--- src/rtl/assert_macros.svh ---
// Assertion macros used by the mixer controller RTL.
`ifndef ASSERT_MACROS_SVH
`define ASSERT_MACROS_SVH
`ifndef SYNTH
`define LSVM_ASSERT(lbl, clk, rst, expr, msg) \
   lbl: assert property (@(posedge clk) disable iff (rst) (expr)) else $error(msg);
`define LSVM_ASSERT_IMPL(lbl, clk, rst, ante, cons, msg) \
   lbl: assert property (@(posedge clk) disable iff (rst) (ante) |-> (cons)) else $error(msg);
`define LSVM_ASSERT_NEXT(lbl, clk, rst, ante, cons, msg) \
   lbl: assert property (@(posedge clk) disable iff (rst) (ante) |=> (cons)) else $error(msg);
`else
`define LSVM_ASSERT(lbl, clk, rst, expr, msg)
`define LSVM_ASSERT_IMPL(lbl, clk, rst, ante, cons, msg)
`define LSVM_ASSERT_NEXT(lbl, clk, rst, ante, cons, msg)
`endif
`endif

--- src/rtl/lsvm_pkg.sv ---
// Shared constants, payload types and controller types for the voice mixer.
package lsvm_pkg;
   localparam int VOICES           = 4;
   localparam int SAMPLE_ADDR_BITS = 17;
   localparam int MEM_DEPTH        = 1 << SAMPLE_ADDR_BITS;
   localparam int VIDX_BITS        = (VOICES > 1) ? $clog2(VOICES) : 1;
   localparam int ACC_BITS         = 16 + VIDX_BITS + 1;
   localparam logic [17:0] NO_LOOP_LIMIT = 18'd2;

   typedef enum logic [1:0] {
      ACT_LOAD  = 2'd0,
      ACT_SETUP = 2'd1,
      ACT_FRAME = 2'd2
   } action_type;

   typedef enum logic [1:0] {
      ST_IDLE,
      ST_EVAL,
      ST_DRAIN,
      ST_EMIT
   } state_type;

   typedef struct packed {
      logic [1:0]         action;
      logic [1:0]         channel;
      logic [16:0]        mem_address;
      logic signed [7:0]  sample_byte;
      logic [16:0]        sample_base;
      logic [17:0]        sample_length;
      logic [16:0]        loop_begin;
      logic [17:0]        loop_span;
      logic [19:0]        pitch_step;
      logic [6:0]         volume;
      logic               restart;
      logic               enabled;
   } req_payload_type;

   typedef struct packed {
      logic signed [7:0] mix_sample;
   } rsp_payload_type;

   typedef struct packed {
      logic                 mem_write;
      logic                 voice_write;
      logic                 frame_start;
      logic                 eval;
      logic                 emit;
      logic [VIDX_BITS-1:0] vidx;
   } cmd_type;
endpackage

--- src/rtl/lsvm_ctrl.sv ---
// Controller state machine: request decode, voice sequencing and response slot.
`include "assert_macros.svh"
module lsvm_ctrl (
   input  logic             clock,
   input  logic             reset,
   input  logic             req_valid,
   input  logic [1:0]       req_action,
   output logic             req_ready,
   output logic             rsp_valid,
   input  logic             rsp_ready,
   output lsvm_pkg::cmd_type cmd
);
   import lsvm_pkg::*;

   localparam logic [VIDX_BITS-1:0] LAST_VOICE = VIDX_BITS'(VOICES - 1);

   state_type            state_ff, state_in;
   logic [VIDX_BITS-1:0] vidx_ff, vidx_in;
   logic                 rsp_valid_ff, rsp_valid_in;
   logic                 slot_free;

   assign slot_free = !rsp_valid_ff || rsp_ready;

   always_ff @(posedge clock) begin
      if (reset) begin
         state_ff     <= ST_IDLE;
         vidx_ff      <= '0;
         rsp_valid_ff <= 1'b0;
      end else begin
         state_ff     <= state_in;
         vidx_ff      <= vidx_in;
         rsp_valid_ff <= rsp_valid_in;
      end
   end

   always_comb begin
      state_in        = state_ff;
      vidx_in         = vidx_ff;
      rsp_valid_in    = rsp_valid_ff && !rsp_ready;
      req_ready       = 1'b0;
      cmd             = '0;
      cmd.vidx        = vidx_ff;
      case (state_ff)
         ST_IDLE: begin
            req_ready = 1'b1;
            vidx_in   = '0;
            if (req_valid) begin
               case (req_action)
                  ACT_LOAD: cmd.mem_write = 1'b1;
                  ACT_SETUP: cmd.voice_write = 1'b1;
                  ACT_FRAME: begin
                     cmd.frame_start = 1'b1;
                     state_in        = ST_EVAL;
                  end
                  default: ;
               endcase
            end
         end
         ST_EVAL: begin
            cmd.eval = 1'b1;
            if (vidx_ff == LAST_VOICE) begin
               state_in = ST_DRAIN;
               vidx_in  = '0;
            end else begin
               vidx_in = vidx_ff + 1'b1;
            end
         end
         ST_DRAIN: state_in = ST_EMIT;
         ST_EMIT: begin
            if (slot_free) begin
               cmd.emit     = 1'b1;
               rsp_valid_in = 1'b1;
               state_in     = ST_IDLE;
            end
         end
         default: state_in = ST_IDLE;
      endcase
   end

   assign rsp_valid = rsp_valid_ff;

   `LSVM_ASSERT_IMPL(a_emit_slot, clock, reset, cmd.emit, !(rsp_valid_ff && !rsp_ready), "emit over held response")
   `LSVM_ASSERT_IMPL(a_idle_vidx, clock, reset, state_ff == ST_IDLE, vidx_ff == '0, "voice index not cleared")
   `LSVM_ASSERT_NEXT(a_last_drain, clock, reset, state_ff == ST_EVAL && vidx_ff == LAST_VOICE, state_ff == ST_DRAIN, "no drain after last voice")
   `LSVM_ASSERT_NEXT(a_emit_valid, clock, reset, cmd.emit, rsp_valid_ff, "emit without response valid")
endmodule

--- config.mk ---
export PLATFORM = sky130hd
export DESIGN_NAME = lsvm_ctrl
export DESIGN_NICKNAME = d
export VERILOG_FILES = /design/src/rtl/lsvm_pkg.sv /design/src/rtl/lsvm_ctrl.sv
export VERILOG_INCLUDE_DIRS = /design/src /design/src/rtl
export SDC_FILE = /design/constraint.sdc
export NUM_CORES = 1
export LEC_CHECK = 0
export BUFFER_PORTS_ARGS = -buffer_cell sky130_fd_sc_hd__buf_2
export CORE_AREA = 2 2 39 41
export DETAILED_ROUTE_END_ITERATION = 7
export DIE_AREA = 0 0 41 43
export PLACE_DENSITY = 0.54
export SKIP_CTS_REPAIR_TIMING = 1
export SLEW_MARGIN = 15
export SYNTH_ARGS = -nofsm -noshare
export SYNTH_HDL_FRONTEND = slang
export SYNTH_SLANG_ARGS = --single-unit
export TNS_END_PERCENT = 20
--- constraint.sdc ---
create_clock -name clock -period 1.43 [get_ports clock]
set_input_delay 0.0715 -clock clock [delete_from_list [all_inputs] [get_ports clock]]
set_output_delay 0.0715 -clock clock [all_outputs]
set_load 0.1 [all_outputs]
==> results of run 1 <==
## cell usage in the layout (no fill, tap or decap), types with 2 or more instances in the layout
cell type	count
nor3b_4	2
nor2_1	5
nand2b_1	3
mux2i_1	2
a21oi_1	2
buf_12	5
ha_1	4
dfxtp_2	4
buf_2	9
nor3b_1	2
inv_2	2
clkbuf_4	3
## sequential cells by signal (all words and copies together) (netlist names)
name	count
rsp_valid	1
state_ff	2
vidx_ff	2
## final timing paths
path,endpoint,slack (ps),depth (start not counted)
worst max register to register,state_ff[0],30,4
worst min register to register,state_ff[1],500,2
worst min-delay path,vidx_ff[1],70,2
worst max-delay path,cmd[4],20,5
## cell type report
| type | instances | share of cell area |
|---|---|---|
| sequential | 5 | 0.175 |
| inverter | 3 | 0.0188 |
| clock buffer | 4 | 0.0438 |
| multi-input combinational | 29 | 0.475 |
| timing repair buffer | 15 | 0.254 |
| tap | 16 | 0.0333 |
## logic make-up (layout without fill, tap and decap cells)
family	after synthesis	count (layout)
muxes	2	2
DFF	5	5
buffers and inverters	3	22
adders and majority gates	6	6
and+or+nand+nor	17	17
AOI/OAI and AO/OA	4	4
## synth_stat cells
cell	n	area (sq um)
ha_1	6	75.1
dfxtp_1	5	100
nor2_1	5	18.8
nor3b_1	4	30.0
inv_1	3	11.3
nand2b_1	3	18.8
a21oi_1	2	10.0
mux2i_1	2	20.0
a222oi_1	1	10.0
and2b_2	1	8.76
nand2_1	1	3.75
nand3b_1	1	7.51
nor2b_4	1	13.8
nor3_1	1	5.00
o21bai_1	1	7.51
## routing by layer
| metal | vias up | part of all wire | wire, um | track usage |
|---|---|---|---|---|
| li1 | 163 | - | - | - |
| met5 | - | 0 | 0 | 0 |
| met2 | 22 | 0.49 | 355 | 0.141 |
| met4 | 0 | 0 | 0 | 0.0200 |
| met3 | 0 | 0.11 | 76 | 0.0785 |
| met1 | 150 | 0.40 | 291 | 0.112 |
## critical path, delay by kind of cell (launching register included)
family | cells | cell delay, ps
adder cells (fa/ha/maj) | 1 | 180
buffers and inverters | 2 | 290
flip-flops | 1 | 330
AND/OR/NAND/NOR | 2 | 290
## per-stage QoR
| stage | cells | instance area [sq um] | TNS, ps |
|---|---|---|---|
| 2_1_floorplan | 37 | 402 | -1850 |
| 3_3_place_gp | 68 | 574 | 0 |
| 3_5_place_dp | 68 | 574 | 0 |
| 4_1_cts | 72 | 601 | -9.11 |
| 5_1_grt | 72 | 601 | -166 |
| 6_report | 72 | 601 | 0 |
## power breakdown
group,internal [W],leakage [nW],switching [W]
sequential,0.000172,0.0424,0.0000286
clock,0.000106,0.0150,0.0000587
combinational,0.000209,0.204,0.000464
==> out/metrics.yaml, run 1 <==
global_route:
  grt_pass1_vias: 286
  antenna_found_initial: 0
  gr-total-overflow: 0
  grt_max_degree: 8
  grt_pass1_wl_mm: 1.13
  track_usage: 0.0983
timing:
  whs_ps: 68.5
  maxSlewHeadroom: 0.656
  final_max_slew_viol_count: 0
  finalClockSkew_ps: 0.357
  period_share: 0.984
  fin_crit_ps: 1410
  hold_violations: 0
  tightest_slew_ps: 517
  setup_slack_ps: 23.1
  finalSetupViolCount: 0
  rsz0062_at_grt: "true"
  max_freq_ghz: 0.711
critical_path:
  r2r_start: "state_ff[1]"
  critPathCaptureType: "output pin"
  crit_slowest_cell: "dfxtp_2"
  crit_chain: "inv_2 > ha_4 > nand2_4 > nor3b_4 > buf_12"
  cpPeakStageDelay_ps: 330
  required_ps: 1360
  startpoint: "state_ff[1]"
  worst-path-max-fanout: 5
  cp-start-kind: "register"
  cp.arrival_ps: 1340
  critical_path_class: "reg2out"
detailed_routing:
  drcViolationCount: 0
  ant_nets: 0
  totalWireLength_um: 723
  vias: 335
  vias_per_cell: 4.65
  wire_per_inst_um: 10.0
  drt-initial-drc-count: 7
  firstDrtPassIters: 4
floorplan:
  core_sq_um: 1380
  die_area_sq_um: 1760
  die_y_um: 43
  io-pin-count: 15
  num_rows: 14
  die_x_um: 41
  start_util: 0.246
pwr:
  peakVddDrop_mv: 0.635
  leakage_nw: 0.262
  power_density_nw_per_um2: 1730
  totalPowerFinal_w: 0.00104
run_status:
  status: "completed"
cts:
  insertion_delay_ps: 240
  cts-root-buf: "clkbuf_4"
  cts-buffers-inserted: 3
  clkSinkCount: 5
  path_clk_slew_ps: 40
  cts_tree: "done"
  h-tree-depth: 1
  clk_path_buf_depth: 2
logic_synthesis:
  synth_cell_type_count: 15
  synth-simple-area-share: 0.313
  synth-compound-area-share: 0.0809
  synth_xor_area_frac: 0
  muxShareOfSynthArea: 0.0588
  ys_warn_count: 0
  synthAdderAreaFrac: 0.221
  synth_seq_area_share: 0.294
  syn-cell-area_sq_um: 340
  syn_nets: 49
  synth_top_family_by_area: "simple AND/OR/NAND/NOR gates"
  synth-seq-cells: 5
  syn_inst: 37
  synth_area_per_cell_sq_um: 9.20
layout:
  antennaDiodeCount: 0
  seqCellArea_sq_um: 105
  areaGrowthSynthToFinish_pct: 76.5
  fin_nets: 69
  multi_input_area_sq_um: 285
  drive_above_1_share: 0.571
  fin_util: 0.434
  fillers: 136
job:
  max_cap_violations: 0
placed_design:
  dp_hpwl_um: 598
  numPortBuffers: 14
  place_congestion: 0.728
  dp_slack_ps: 10.8
min_path:
  holdCritStartpoint: "reset"
  worstHoldPathType: "in2reg"
No activity file was read; power rests on OpenSTA's default activity.
==> run 2, diff against run 1 <==
- RECOVER_POWER: default -> 25
==> run 2 against run 1 <==
Against the previous run:
- first-iteration DRC count did not move
- wire length shrank 0.14%
- count of clock-buffer cells in the layout unchanged
- flip-flop and latch count stayed put
- clock skew stayed put
- fmax is the same
- highest routed layer unchanged
- clock power about the same
- sequential share of layout area unchanged
- critical path depth did not move
- non-clock buffer count unchanged
- cell area unchanged
- largest power group unchanged
==> out/metrics.yaml, run 2 (synthesis gave the netlist of run 1 again) <==
floorplan:
  start_util: 0.246  # unchanged
  die_x_um: 41  # unchanged
  die_y_um: 43  # unchanged
  io-pin-count: 15  # unchanged
  die_area_sq_um: 1760  # unchanged
  core_sq_um: 1380  # unchanged
  num_rows: 14  # unchanged
layout:
  fin_cells: 72  # unchanged
  areaGrowthSynthToFinish_pct: 76.5  # unchanged
  fin_nets: 69  # unchanged
  drive_above_1_share: 0.571  # unchanged
  fin_util: 0.434  # unchanged
  fillers: 136  # unchanged
  final_cell_mix: "buf_2, nor2_1, buf_12, ha_1, dfxtp_2"
  antennaDiodeCount: 0  # unchanged
  layout_commonest_cell: "buf_2"
timing:
  setup_slack_ps: 23.1  # unchanged
  tightest_slew_ps: 538  # +21.2 ps
  fin_setup_tns_ps: 0  # unchanged
  maxSlewHeadroom: 0.643  # -0.0126
  hold_violations: 0  # unchanged
  finalClockSkew_ps: 0.357  # unchanged
  finalSetupViolCount: 0  # unchanged
  period_share: 0.984  # unchanged
  fin_crit_ps: 1410  # unchanged
  rsz0062_at_grt: "true"
  max_freq_ghz: 0.711  # unchanged
  final_max_slew_viol_count: 0  # unchanged
global_route:
  gr-total-overflow: 0  # unchanged
  track_usage: 0.0983  # unchanged
  grt_max_degree: 8  # unchanged
  grt_pass1_vias: 286  # unchanged
  grt_pass1_wl_mm: 1.13  # unchanged
  antenna_found_initial: 0  # unchanged
placed_design:
  dp_hpwl_um: 598  # unchanged
  dp_slack_ps: 10.8  # unchanged
  place_congestion: 0.728  # unchanged
  numPortBuffers: 14  # unchanged
  dp.cells: 68  # unchanged
detailed_routing:
  firstDrtPassIters: 4  # unchanged
  wire_per_inst_um: 10.0  # -0.14%
  drt-initial-drc-count: 7  # unchanged
  ant_nets: 0  # unchanged
  vias_per_cell: 4.65  # unchanged
  totalWireLength_um: 722  # -0.14%
  vias: 335  # unchanged
  drcViolationCount: 0  # unchanged
critical_path:
  critical-path-top-delay-family: "flip-flops"
  required_ps: 1360  # about the same
  crit_chain: "inv_2 > ha_4 > nand2_4 > nor3b_4 > buf_12"
  critPathCaptureType: "output pin"
  cpPeakStageDelay_ps: 330  # about the same
  crit_buf_inv: 2  # unchanged
  worst-path-max-fanout: 5  # unchanged
  cp-start-kind: "register"
  crit_slowest_cell: "dfxtp_2"
  critical_path_class: "reg2out"
  cp.arrival_ps: 1340  # about the same
cts:
  h-tree-depth: 1  # unchanged
  clkSinkCount: 5  # unchanged
  path_clk_slew_ps: 40  # about the same
  clk_path_buf_depth: 2  # unchanged
  cts_tree: "done"
  cts-root-buf: "clkbuf_4"
  insertion_delay_ps: 240  # about the same
  cts-buffers-inserted: 3  # unchanged
pwr:
  totalPowerFinal_w: 0.00104  # about the same
  power_density_nw_per_um2: 1730  # about the same
  leakage_nw: 0.261  # -0.36%
  peakVddDrop_mv: 0.635  # about the same
run_status:
  status: "completed"
min_path:
  worstHoldPathType: "in2reg"
job:
  max_cap_violations: 0  # unchanged
[run 2: report_power, final]
part | internal, W | switching [W] | total, W
Clock | 0.000106 | 0.0000587 | 0.000164
Sequential | 0.000172 | 0.0000286 | 0.000200
Combinational | 0.000209 | 0.000463 | 0.000672
Total | 0.000486 | 0.000551 | 0.00104
[run 2: through the flow]
| stage | hold slack (ps) | area, sq um |
|---|---|---|
| 6_report | 68.5 | 601 |
| 5_1_grt | 77.6 | 601 |
| 4_1_cts | 67.5 | 601 |
| 3_5_place_dp | 326 | 574 |
| 3_3_place_gp | 323 | 574 |
| 2_1_floorplan | 136 | 402 |
[run 2: path summary, 6_finish.rpt]
check	start	endpoint	slack [ps]	depth (start not counted)
setup / recovery	state_ff[1]	cmd[4]	20	5
hold / removal	reset	vidx_ff[1]	70	2
setup reg to reg	state_ff[1]	state_ff[0]	30	4
hold reg to reg	state_ff[1]	state_ff[1]	500	2
[run 2: cell type report]
cell class / instances / area [sq um] / area share
Multi-Input combinational cell: 29 / 285 / 0.475
Timing Repair Buffer: 15 / 153 / 0.254
Sequential cell: 5 / 105 / 0.175
Clock buffer: 4 / 26.3 / 0.0438
Tap cell: 16 / 20.0 / 0.0333
Inverter: 3 / 11.3 / 0.0188
[run 2: per-layer routing]
metal | wire [um] | track usage | part of all wire | vias to the layer above
met5 | 0 | 0 | 0 | -
met4 | 0 | 0.0200 | 0 | 0
met3 | 76 | 0.0785 | 0.11 | 0
met2 | 355 | 0.141 | 0.49 | 22
met1 | 290 | 0.112 | 0.40 | 150
li1 | - | - | - | 163
